--- src/design/usc_pkg.sv ---
// Constants and the month-length table for the Unix seconds to calendar converter.
// No dependencies; used by unix_seconds_to_calendar_unit.
package usc_pkg;

  localparam int unsigned SecsTo2000  = 946684800;
  localparam int unsigned SecsPerDay  = 86400;
  localparam int unsigned SecsPerHour = 3600;
  localparam int unsigned SecsPerMin  = 60;
  localparam int unsigned DaysPerQuad = 1461;
  localparam int unsigned DaysPerYear = 365;
  localparam int unsigned BaseYear    = 2000;
  localparam int unsigned LastMonth   = 12;

  function automatic logic [4:0] month_days(input logic [3:0] mon, input logic leap);
    logic [4:0] len;
    unique case (mon)
      4'd4, 4'd6, 4'd9, 4'd11: len = 5'd30;
      4'd2:                    len = leap ? 5'd29 : 5'd28;
      default:                 len = 5'd31;
    endcase
    return len;
  endfunction

endpackage

--- src/design/unix_seconds_to_calendar_unit.sv ---
// Unix seconds to calendar converter: one shared subtract-and-compare unit under a sequencer.
// Depends on usc_pkg for constants and the month-length table.
//
// Channel   Handshake                  Payload
// item      item_valid / item_stall    unix_seconds
// result    result_valid / result_stall year, month, day, hour, minute, second, before_epoch
//
// A time before 2000 skips the four-year split and the year and month walks.
// The single 32-bit subtractor gives one quotient bit per cycle for the day, hour, minute
// and four-year splits, then one year or one month per cycle in the walks.
// The input stalls from a transfer until its result is written, so no new timestamp is taken
// before then; a result still held off by result_stall delays the next transfer by the hold-off.
// Reset is synchronous and clears the sequencer and the result valid flag.
module unix_seconds_to_calendar_unit (
  input  logic        clk,
  input  logic        rst,
  input  logic        item_valid,
  output logic        item_stall,
  input  logic [31:0] unix_seconds,
  output logic        result_valid,
  input  logic        result_stall,
  output logic [11:0] year,
  output logic [3:0]  month,
  output logic [4:0]  day,
  output logic [4:0]  hour,
  output logic [5:0]  minute,
  output logic [5:0]  second,
  output logic        before_epoch
);

  typedef enum logic [3:0] {
    S_IDLE, S_PREP, S_DAYS, S_HOUR, S_MIN, S_QUAD, S_YEAR, S_MON, S_DONE
  } state_t;

  state_t      state;
  logic [31:0] acc;
  logic [3:0]  k;
  logic [15:0] q;
  logic [15:0] days;
  logic [4:0]  hour_w;
  logic [5:0]  minute_w;
  logic [5:0]  second_w;
  logic [4:0]  day_w;
  logic [7:0]  yoff;
  logic [3:0]  mon;
  logic        leap;
  logic        early;

  logic [31:0] opnd;
  logic [32:0] diff;
  logic        ge;
  logic [31:0] acc_sub;
  logic [15:0] q_next;
  logic        leap_now;
  logic [8:0]  ylen;
  logic        out_free;

  assign leap_now = (yoff[1:0] == 2'd0);
  assign ylen     = leap_now ? 9'(usc_pkg::DaysPerYear + 1) : 9'(usc_pkg::DaysPerYear);

  always_comb begin
    unique case (state)
      S_PREP:  opnd = 32'(usc_pkg::SecsTo2000);
      S_DAYS:  opnd = 32'(usc_pkg::SecsPerDay) << k;
      S_HOUR:  opnd = 32'(usc_pkg::SecsPerHour) << k;
      S_MIN:   opnd = 32'(usc_pkg::SecsPerMin) << k;
      S_QUAD:  opnd = 32'(usc_pkg::DaysPerQuad) << k;
      S_YEAR:  opnd = {23'd0, ylen};
      S_MON:   opnd = {27'd0, usc_pkg::month_days(mon, leap)};
      default: opnd = 32'd0;
    endcase
  end

  assign diff     = {1'b0, acc} - {1'b0, opnd};
  assign ge       = ~diff[32];
  assign acc_sub  = ge ? diff[31:0] : acc;
  assign q_next   = {q[14:0], ge};
  assign out_free = ~result_valid | ~result_stall;

  assign item_stall = (state != S_IDLE);

  always_ff @(posedge clk) begin
    if (rst) begin
      state        <= S_IDLE;
      result_valid <= 1'b0;
    end else begin
      if (result_valid && !result_stall && (state != S_DONE)) begin
        result_valid <= 1'b0;
      end
      unique case (state)
        S_IDLE: begin
          if (item_valid) begin
            acc   <= unix_seconds;
            state <= S_PREP;
          end
        end
        S_PREP: begin
          early <= ~ge;
          acc   <= acc_sub;
          k     <= 4'd15;
          state <= S_DAYS;
        end
        S_DAYS: begin
          acc <= acc_sub;
          q   <= q_next;
          if (k == 4'd0) begin
            days  <= q_next;
            k     <= 4'd4;
            state <= S_HOUR;
          end else begin
            k <= k - 4'd1;
          end
        end
        S_HOUR: begin
          acc <= acc_sub;
          q   <= q_next;
          if (k == 4'd0) begin
            hour_w <= q_next[4:0];
            k      <= 4'd5;
            state  <= S_MIN;
          end else begin
            k <= k - 4'd1;
          end
        end
        S_MIN: begin
          q <= q_next;
          if (k == 4'd0) begin
            minute_w <= q_next[5:0];
            second_w <= acc_sub[5:0];
            acc      <= {16'd0, days};
            k        <= 4'd5;
            state    <= early ? S_DONE : S_QUAD;
          end else begin
            acc <= acc_sub;
            k   <= k - 4'd1;
          end
        end
        S_QUAD: begin
          acc <= acc_sub;
          q   <= q_next;
          k   <= k - 4'd1;
          if (k == 4'd0) begin
            yoff  <= {q_next[5:0], 2'b00};
            state <= S_YEAR;
          end
        end
        S_YEAR: begin
          if (ge) begin
            acc  <= diff[31:0];
            yoff <= yoff + 8'd1;
          end else begin
            leap  <= leap_now;
            mon   <= 4'd1;
            state <= S_MON;
          end
        end
        S_MON: begin
          if (ge && (mon < 4'(usc_pkg::LastMonth))) begin
            acc <= diff[31:0];
            mon <= mon + 4'd1;
          end else begin
            day_w <= acc[4:0] + 5'd1;
            state <= S_DONE;
          end
        end
        S_DONE: begin
          if (out_free) begin
            year         <= early ? 12'd0 : 12'(usc_pkg::BaseYear) + {4'd0, yoff};
            month        <= early ? 4'd0 : mon;
            day          <= early ? 5'd0 : day_w;
            hour         <= hour_w;
            minute       <= minute_w;
            second       <= second_w;
            before_epoch <= early;
            result_valid <= 1'b1;
            state        <= S_IDLE;
          end
        end
        default: begin
          state <= S_IDLE;
        end
      endcase
    end
  end

`ifndef SYNTHESIS
  a_start: assert property (@(posedge clk) disable iff (rst)
    item_valid && !item_stall |=> state == S_PREP)
    else $error("Accepted item did not start the sequencer.");

  a_date_range: assert property (@(posedge clk) disable iff (rst)
    result_valid && !before_epoch |->
      month >= 4'd1 && month <= 4'd12 && day >= 5'd1 && year >= 12'd2000)
    else $error("Date fields out of range.");

  a_early_zero: assert property (@(posedge clk) disable iff (rst)
    result_valid && before_epoch |-> year == 12'd0 && month == 4'd0 && day == 5'd0)
    else $error("Date fields not cleared for a time before 2000.");

  a_time_range: assert property (@(posedge clk) disable iff (rst)
    result_valid |-> hour < 5'd24 && minute < 6'd60 && second < 6'd60)
    else $error("Time of day out of range.");
`endif

endmodule

--- config.mk ---
export PLATFORM = sky130hd
export DESIGN_NAME = unix_seconds_to_calendar_unit
export DESIGN_NICKNAME = d
export VERILOG_FILES = /design/src/design/usc_pkg.sv /design/src/design/unix_seconds_to_calendar_unit.sv
export SDC_FILE = /design/constraint.sdc
export NUM_CORES = 1
export LEC_CHECK = 0
export ABC_AREA = 0
export BUFFER_PORTS_ARGS = -buffer_cell sky130_fd_sc_hd__buf_2
export CAP_MARGIN = 20
export CORE_MARGIN = 1.5
export CORE_UTILIZATION = 40
export DETAILED_ROUTE_END_ITERATION = 12
export SYNTH_ARGS = -nofsm -noshare
export SYNTH_HDL_FRONTEND = slang
export SYNTH_SLANG_ARGS = --single-unit
--- constraint.sdc ---
create_clock -name clk -period 11.8 [get_ports clk]
set_clock_uncertainty 0.05 [all_clocks]
set_input_delay 1.77 -clock clk [delete_from_list [all_inputs] [get_ports clk]]
set_output_delay 1.77 -clock clk [all_outputs]
set_load 0.02 [all_outputs]
==> results of run 1 <==
layout by cell type, fill, tap and decap left out, types with 5 or more instances in the layout:
master	n
a211oi_1	10
a21o_1	11
a21oi_1	85
a22oi_1	21
a31oi_1	9
and3_1	9
buf_2	76
buf_4	9
clkbuf_16	17
clkinv_8	6
dfxtp_1	5
edfxtp_1	141
ha_1	42
inv_1	20
mux2_2	5
mux2i_1	8
nand2_1	78
nand2b_1	13
nand3_1	29
nand4_1	10
nor2_1	74
nor2b_1	11
nor3_1	18
nor4_1	8
o211ai_1	15
o21a_1	7
o21ai_0	58
o21ai_1	12
o21bai_1	6
or2_2	7
or3_1	8
xnor2_1	25
xor2_1	18
metrics by stage:
| step | total power, mW | cell area [um^2] | setup slack [ns] | hold WS, ns |
|---|---|---|---|---|
| 2_1_floorplan | 2.19 | 8970 | 4.42 | 0.350 |
| 3_3_place_gp | 2.59 | 9570 | 6.04 | 0.354 |
| 3_5_place_dp | 2.59 | 9570 | 5.87 | 0.356 |
| 4_1_cts | 3.15 | 10200 | 5.81 | 0.370 |
| 5_1_grt | 3.39 | 10200 | 5.29 | 0.373 |
| 6_report | 3.16 | 10200 | 5.75 | 0.370 |
registers in the layout (all words and copies together), names as in the netlist, 6 cells and up:
name / count
minute_w: 6
q: 15
days: 16
yoff: 8
second: 6
minute: 6
acc: 32
year: 11
second_w: 6
per-layer routing:
metal | GRT usage | wire length, um | vias to the layer above
met4 | 0.0746 | 523 | 0
met5 | 0 | 0 | -
met3 | 0.0392 | 1220 | 35
li1 | - | - | 3485
met2 | 0.310 | 10700 | 238
met1 | 0.297 | 11400 | 3458
layout make-up:
cell class,count,area [um^2],share of cell area
repair buffers,85,448,0.0440
well taps,280,350,0.0344
flip-flops and latches,146,4330,0.426
clock inverters,15,183,0.0180
inverters,24,90.1,0.00885
multi-input cells,672,4350,0.427
clock buffers,17,425,0.0418
logic make-up after synthesis:
kind of cell / count (synthesis) / share of synthesized area
fa+ha+maj: 43 / 0.0608
xor+xnor: 43 / 0.0420
mux: 14 / 0.0165
flops: 146 / 0.483
compound gates: 286 / 0.205
buf+inv: 75 / 0.0368
simple gates: 286 / 0.156
power by group:
| part | leakage (nW) | internal (mW) | total, mW | switching, mW |
|---|---|---|---|---|
| Clock | 0.291 | 0.286 | 0.551 | 0.264 |
| Sequential | 1.33 | 0.742 | 0.850 | 0.108 |
| Combinational | 2.03 | 0.662 | 1.76 | 1.10 |
| Total | 3.65 | 1.69 | 3.16 | 1.47 |
final timing paths:
path	depth (start not counted)	endpoint	from	slack, ns
setup reg to reg	17	acc[29]$_DFFE_PP_	state[3]$_SDFFE_PP0P_	5.75
hold reg to reg	0	minute[2]$_DFFE_PP_	minute_w[2]$_DFFE_PP_	0.37
setup / recovery	17	acc[29]$_DFFE_PP_	state[3]$_SDFFE_PP0P_	5.75
hold / removal	0	minute[2]$_DFFE_PP_	minute_w[2]$_DFFE_PP_	0.37
worst max-delay path, cell delays in order (launching register included):
cell and delay, ns:
dfxtp_1 0.85, nand4bb_1 0.38, o21ai_0 0.29, nor2_1 0.21
a21oi_1 0.08, a2bb2oi_1 0.19, mux2i_1 0.22, mux2i_1 0.13
o21ba_2 0.24, ha_1 0.42, nand4_1 0.18, or3_4 0.44
nor4_4 0.48, o21ai_4 0.16, nand2_1 0.44, a21oi_1 0.17
nor4_2 0.27, buf_4 0.44
==> metrics.txt, run 1 <==
status finished, final reports clean; final wirelength 23800 um; DRT iter0 DRCs between 600 and 700; layout cells sized above 1 0.157; fin crit share 0.513; clock-pin slew on the worst setup and hold paths 0.07 ns; initial antenna violation count 0; Worst Hold Class register to register; clk root buf clkbuf_16; CTS tree yes; Crit path arrival time 6.08 ns; row count 54; critical path peak fanout 32; Final Non-Filler Cells 1239; post-synth top area share 0.472; Tightest Pin Transition between 1 and 1.5 ns; pwr/cell area 311 nW/um^2; post-synthesis sequential area ratio 0.483; Post-CTS Setup Repair Bufs 0; H-tree levels 4; count of pins over their slew limit 0; # IOs 77; Peak Freq 165 MHz; dpl cells 1207; Worst IR Drop VDD roughly 0.14 mV; CP Data Required Time between 10 and 15 ns; Syn Nets 972; Util after Layout 0.465; Post-CTS Resized 0; Starting Density 0.410; Commonest cells post-synth edfxtp_1, a21oi_1, nand2_1; Finish-stage setup viols 0; Routed WL per cell between 15 and 20 um; total vias in the final route 7216; antenna viol nets, final 0; # clock sinks 146; ys flop type edfxtp_1; Synth Cell Area 8970 um^2; largest area contributor in the netlist edfxtp_1; count of different cell masters after synthesis 75; DR pass1 iterations 7; most common cell in the netlist edfxtp_1; DRC Markers 0; number of synthesized flops with an enable pin 141; vias in the first global route 6768; first-pass GRT wire length 37900 um; synth warn 0; Port Buffers between 70 and 80; maximum clock path buffer count 2; synthesized flop and latch total 146; Vias/cell 5.82; Crit Path Category register to register; area delta synth->final 13.4%; Max Cap Viol 0; die width approximately 150 um; RSZ-0062 raised after global routing false; n_diodes 0; top post-synthesis cells by area edfxtp_1, ha_1, a21oi_1, nand2_1, o21ai_0; chip height 153 um; number of nets in the layout 1025; Lkg Pwr 3.65 nW; RD Place Congestion 0.948; max-slew headroom at the worst pin 0.322; GRT Residual Overflow 0; CORE AREA 21900 um^2; worst-skew pair later-pin latency about 0.43 ns; HPWL after DPL 17200 um; crit end category register; die area 23300 um^2; Mean Syn Cell Area about 10 um^2; Period minus WS final around 6.1 ns; Worst setup SP type register; final hold viol count 0; setup TNS 0 ns; fill cell count 2090; GR Util All Layers 0.206; asr flop ratio synth 0; Post-CTS Hold Fix Bufs 0; CTS Buf Count 17; largest net degree at the start of global routing 39; cell count after synthesis ~890
Power figures use the tool's default switching activity.
==> inputs of run 2 (changes only) <==
==> constraint.sdc (replaced) <==
create_clock -name clk -period 6.04 [get_ports clk]
set_clock_uncertainty 0.05 [all_clocks]
set_input_delay 0.906 -clock clk [delete_from_list [all_inputs] [get_ports clk]]
set_output_delay 0.906 -clock clk [all_outputs]
set_load 0.02 [all_outputs]
==> metrics.txt, run 2 (synthesis results as in run 1) <==
status finished, final reports clean; die width 153 um (unchanged); hold path depth 0 (unchanged); count of pins over their slew limit 0 (unchanged); Port Buffers 76 (unchanged); NetSw 2.89 mW (+96%); row count 54 (unchanged); n_diodes 0 (unchanged); GR Util All Layers 0.206 (-0.000494); Max Cap Viol 0 (unchanged); # clock sinks 146 (unchanged); Worst IR Drop VDD 0.366 mV (+150%); Tightest Pin Transition 1.00 ns (-0.00652 ns); RSZ-0062 raised after global routing false; Post-Place Setup Slack 0.699 ns (-5.17 ns); Post-CTS Resized 0 (unchanged); maximum clock path buffer count 2 (unchanged); logic gate share of total power 0.561 (+0.004); Util after Layout 0.470 (+0.00532); clock-pin slew on the worst setup and hold paths 0.07 ns (about the same); setup TNS 0 ns (unchanged); Crit Reg-Reg Endpoint acc[19]$_DFFE_PP_; first-pass GRT wire length 37900 um (about the same); Post-CTS Hold Fix Bufs 0 (unchanged); Internal 3.34 mW (+98%); worst-skew pair later-pin latency 0.44 ns (about the same); total vias in the final route 7325 (+1.5%); HPWL after DPL 17600 um (+2.3%); fin crit share 0.905 (+0.392); Sw Share 0.463 (-0.00204); Starting Density 0.410 (unchanged); area delta synth->final 14.7%; number of nets in the layout 1039 (+1.4%); Vias/cell 5.85 (+0.38%); Crit Path Category register to register; Top reg by flops acc; Total Power 6.23 mW (+97%); crit end category register; antenna viol nets, final 0 (unchanged); chip height 153 um (unchanged); max-slew headroom at the worst pin 0.326 (+0.00438); initial antenna violation count 0 (unchanged); GRT Residual Overflow 0 (unchanged); # IOs 77 (unchanged); Peak Freq 183 MHz (+11%); layout cells sized above 1 0.170 (+0.0121); Post-CTS Setup Repair Bufs 0 (unchanged); Period minus WS final 5.47 ns (-0.584 ns); r2r setup slk 0.57 ns (-5.18 ns); largest net degree at the start of global routing 39 (unchanged); DRT iter0 DRCs 723 (+15%); CTS tree yes; Worst Hold End minute[3]$_DFFE_PP_; die area 23300 um^2 (unchanged); R2R depth 17 (unchanged); number of flip-flops in the largest register 32 (unchanged); Critical R2R Launch state[1]$_SDFFE_PP0P_; pwr/cell area 605 nW/um^2 (+95%); FF/Latch Area 4330 um^2 (unchanged); CTS Buf Count 17 (unchanged); Worst setup SP type register; hold_sp minute_w[3]$_DFFE_PP_; vias in the first global route 7006 (+3.5%); DR pass1 iterations 5 (-2); RD Place Congestion 0.960 (+1.3%); CORE AREA 21900 um^2 (unchanged); area of the multi-input gates 4350 um^2 (+0.20%); fill cell count 2092 (+0.096%); Routed WL per cell 19.2 um (-0.20%); most frequent cells in the layout edfxtp_1, a21oi_1, nand2_1; clock power share 0.175 (about the same); final setup margin 0.573 ns (-5.18 ns); final hold viol count 0 (unchanged); clk root buf clkbuf_16; critical path peak fanout 20 (-38%); commonest non-fill, non-tap cell in the layout edfxtp_1; Crit path arrival time 5.53 ns (-0.55 ns); DRC Markers 0 (unchanged); top flop regs acc (32), days (16), q (15); H-tree levels 4 (unchanged); Lkg Pwr 3.72 nW (+2.0%); Sequential Power Share 0.264 (-0.005); Worst Hold Class register to register; CP Data Required Time 6.10 ns (-5.72 ns); Finish-stage setup viols 0 (unchanged); final wirelength 24000 um (+0.93%)
run 2: cell count changes in the layout (fill, tap and decap cells not counted):
| cell | before | now |
|---|---|---|
| clkinv_8 | 6 | 5 |
| inv_6 | 3 | 2 |
| nor4_4 | 1 | 2 |
| buf_4 | 9 | 23 |
| nor4_2 | 1 | 0 |
| inv_8 | 3 | 4 |
| inv_12 | 0 | 1 |
run 2: worst max-delay path by stage:
stage | slack [ns] | to | depth (start not counted) | startpoint
final | 0.57 | acc[19]$_DFFE_PP_ | 17 | state[1]$_SDFFE_PP0P_
after global routing | 0.22 | acc[14]$_DFFE_PP_ | 16 | state[1]$_SDFFE_PP0P_
after CTS | 0.70 | acc[19]$_DFFE_PP_ | 17 | state[1]$_SDFFE_PP0P_
after detailed placement | 0.70 | acc[19]$_DFFE_PP_ | 17 | state[1]$_SDFFE_PP0P_
after global placement | 0.84 | acc[14]$_DFFE_PP_ | 16 | state[1]$_SDFFE_PP0P_
after floorplan | 0.70 | acc[0]$_DFFE_PP_ | 19 | state[2]$_SDFFE_PP0P_
run 2: power groups by stage:
| stage | logic (mW) | registers [mW] | clock network [mW] |
|---|---|---|---|
| after floorplan | 2.72 | 1.55 | 0 |
| after global placement | 3.43 | 1.66 | 0 |
| after detailed placement | 3.44 | 1.66 | 0 |
| after CTS | 3.46 | 1.64 | 1.10 |
| after global routing | 3.87 | 1.67 | 1.14 |
| final | 3.49 | 1.65 | 1.09 |
run 2: cell type report:
class	count	area share
Tap cell	280	0.0340
Inverter	24	0.00875
Clock inverter	15	0.0180
Timing Repair Buffer	99	0.0537
Clock buffer	17	0.0413
Sequential cell	146	0.421
Multi-Input combinational cell	672	0.423
run 2: per-layer routing:
layer | track usage | routed length, um
met4 | 0.0865 | 689
met3 | 0.0390 | 1480
met5 | 0 | 0
met2 | 0.317 | 10900
met1 | 0.285 | 11000
run 2: worst max-delay path, cell delays in order, from the launching register on:
cell and delay, ns:
dfxtp_1 0.64, nand2b_1 0.43, o21ai_0 0.27, nor2_1 0.19, a21oi_1 0.08, a2bb2oi_1 0.19
mux2i_1 0.26, mux2i_1 0.11, o21ba_2 0.21, ha_1 0.42, nand4_1 0.18, or3_4 0.44
nor4_4 0.51, o21ai_4 0.16, nand2_1 0.23, a21oi_1 0.16, nor4_4 0.25, buf_4 0.34
run 2: through the flow:
step	cells	area, um^2	hold slack (ns)
6_report	1253	10300	0.372
5_1_grt	1253	10300	0.378
3_3_place_gp	1221	9680	0.356
4_1_cts	1253	10300	0.373
2_1_floorplan	893	8990	0.350
3_5_place_dp	1221	9680	0.355
==> inputs of run 3 (changes only) <==
--- a/config.mk
+++ b/config.mk
@@ -8,6 +8,7 @@
 export ABC_AREA = 0
 export BUFFER_PORTS_ARGS = -buffer_cell sky130_fd_sc_hd__buf_2
 export CAP_MARGIN = 20
+export CORE_ASPECT_RATIO = 0.8
 export CORE_MARGIN = 1.5
 export CORE_UTILIZATION = 40
 export DETAILED_ROUTE_END_ITERATION = 12
==> metrics.txt, run 3 (synthesis results as in run 1) <==
antenna viol nets, final 0 (unchanged); die area 23300 um^2 (about the same); status finished, final reports clean; Sequential Power Share 0.264 (about the same); final wirelength 24700 um (+2.9%); area delta synth->final 15.1%; maximum clock path buffer count 2 (unchanged); Crit path arrival time 5.57 ns (+0.04 ns); die width 170 um (+12%); Internal 3.41 mW (+1.9%); clk root buf clkbuf_16; area post-placement 9710 um^2 (+0.28%); Crit Path Category register to register; Max Cap Viol 0 (unchanged); hold_sp second_w[1]$_DFFE_PP_; chip height 137 um (-10%); H-tree levels 4 (unchanged); crit end category register; final hold viol count 0 (unchanged); number of nets in the layout 1040 (+0.096%); n_diodes 0 (unchanged); count of pins over their slew limit 0 (unchanged); total vias in the final route 7425 (+1.4%); CP Data Required Time 6.18 ns (+0.08 ns); CTS Buf Count 17 (unchanged); DRC Markers 0 (unchanged); area of the multi-input gates 4350 um^2 (-0.12%); Period minus WS final 5.43 ns (-0.0343 ns); largest net degree at the start of global routing 39 (unchanged); Worst Hold Class register to register; Post-CTS Resized 0 (unchanged); crit path launch state[0]$_SDFFE_PP0P_; Lkg Pwr 3.74 nW (+0.43%); Worst setup SP type register; Total Power 6.29 mW (+0.94%); hold slack 0.366 ns (-0.00604 ns); worst-skew pair later-pin latency 0.44 ns (about the same); Final Non-Filler Cells 1274 (+1.7%); layout cells sized above 1 0.169 (-0.000174); CTS tree yes; top layer in use met4; GR Util All Layers 0.218 (+0.0121); Routed WL per cell 19.4 um (+1.2%); setup TNS 0 ns (unchanged); clock-pin slew on the worst setup and hold paths 0.07 ns (about the same); met2 WL 10500 um (-3.8%); top flop regs acc (32), days (16), q (15); critical path peak fanout 18 (-10%); FF/Latch Area 4330 um^2 (unchanged); final instance area 10300 um^2 (+0.29%); Peak Freq 184 MHz (+0.63%); routed wl met3 1720 um (+16%); most frequent cells in the layout edfxtp_1, a21oi_1, nand2_1; first-pass GRT wire length 38400 um (+1.2%); Port Buffers 76 (unchanged); Top reg by flops acc; DR pass1 iterations 6 (+1); Critical R2R Launch state[0]$_SDFFE_PP0P_; Starting Density 0.412 (+0.00169); logic gate share of total power 0.558 (-0.003); fin crit share 0.899 (-0.00567); RSZ-0062 raised after global routing false; fill cell count 2021 (-3.4%); Post-CTS Hold Fix Bufs 0 (unchanged); GRT Residual Overflow 0 (unchanged); commonest non-fill, non-tap cell in the layout edfxtp_1; RD Place Congestion 0.938 (-2.2%); Worst IR Drop VDD 0.267 mV (-27%); Sw Share 0.458 (-0.00496); max-slew headroom at the worst pin 0.345 (+0.0189); initial antenna violation count 0 (unchanged); Finish-stage setup viols 0 (unchanged); HPWL after DPL 18100 um (+2.8%); Tightest Pin Transition 0.981 ns (-0.0217 ns); CORE AREA 21800 um^2 (-0.41%); clock power share 0.178 (+0.003); number of flip-flops in the largest register 32 (unchanged); routed length on met1 12300 um (+12%); NetSw 2.88 mW (-0.14%); row count 48 (-11%); DRT iter0 DRCs 945 (+31%); vias in the first global route 6771 (-3.4%); dpl cells 1242 (+1.7%); Vias/cell 5.83 (-0.31%); Post-CTS Setup Repair Bufs 0 (unchanged); pwr/cell area 609 nW/um^2 (+0.65%); # clock sinks 146 (unchanged); # IOs 77 (unchanged)
[run 3: layout make-up]
type / instances / share of cell area
Clock buffer: 17 / 0.0412
Clock inverter: 15 / 0.0182
Inverter: 24 / 0.00873
Multi-Input combinational cell: 672 / 0.421
Sequential cell: 146 / 0.420
Tap cell: 300 / 0.0364
Timing Repair Buffer: 100 / 0.0543
[run 3: metal layers]
metal | vias up | GRT usage
met4 | 0 | 0.0531
met3 | 29 | 0.0385
li1 | 3519 | -
met1 | 3593 | 0.333
met5 | - | 0
met2 | 284 | 0.317
[run 3: through the flow]
stage          setup WS (ns)  utilization
6_report               0.608        0.473
3_5_place_dp           0.725        0.445
4_1_cts                0.711        0.473
5_1_grt                0.238        0.473
3_3_place_gp           0.822        0.445
2_1_floorplan          0.704            -
[run 3: worst paths after layout]
kind / endpoint / slack, ns / cells after the start
hold reg to reg: second[1]$_DFFE_PP_ / 0.37 / 0
hold / removal: second[1]$_DFFE_PP_ / 0.37 / 0
setup / recovery: acc[3]$_DFFE_PP_ / 0.61 / 16
setup reg to reg: acc[3]$_DFFE_PP_ / 0.61 / 16
[run 3: worst max-delay path, cell delays in order (launching register included)]
cell	delay, ns
dfxtp_1	0.66
nand4bb_1	0.45
o21ai_0	0.37
a21oi_1	0.17
or3_1	0.36
o21ai_0	0.13
mux2i_1	0.13
o21ba_2	0.23
ha_1	0.40
nand2_1	0.15
or3_4	0.41
nor4_4	0.48
o21ai_4	0.16
nand2_1	0.23
buf_4	0.21
mux2_2	0.35
o221a_2	0.24
[run 3: power by group through the flow]
stage | combinational, mW | sequential (mW) | clock, mW
6_report | 3.51 | 1.66 | 1.12
5_1_grt | 3.88 | 1.68 | 1.17
4_1_cts | 3.46 | 1.65 | 1.14
3_5_place_dp | 3.43 | 1.67 | 0
3_3_place_gp | 3.45 | 1.67 | 0
2_1_floorplan | 2.72 | 1.55 | 0
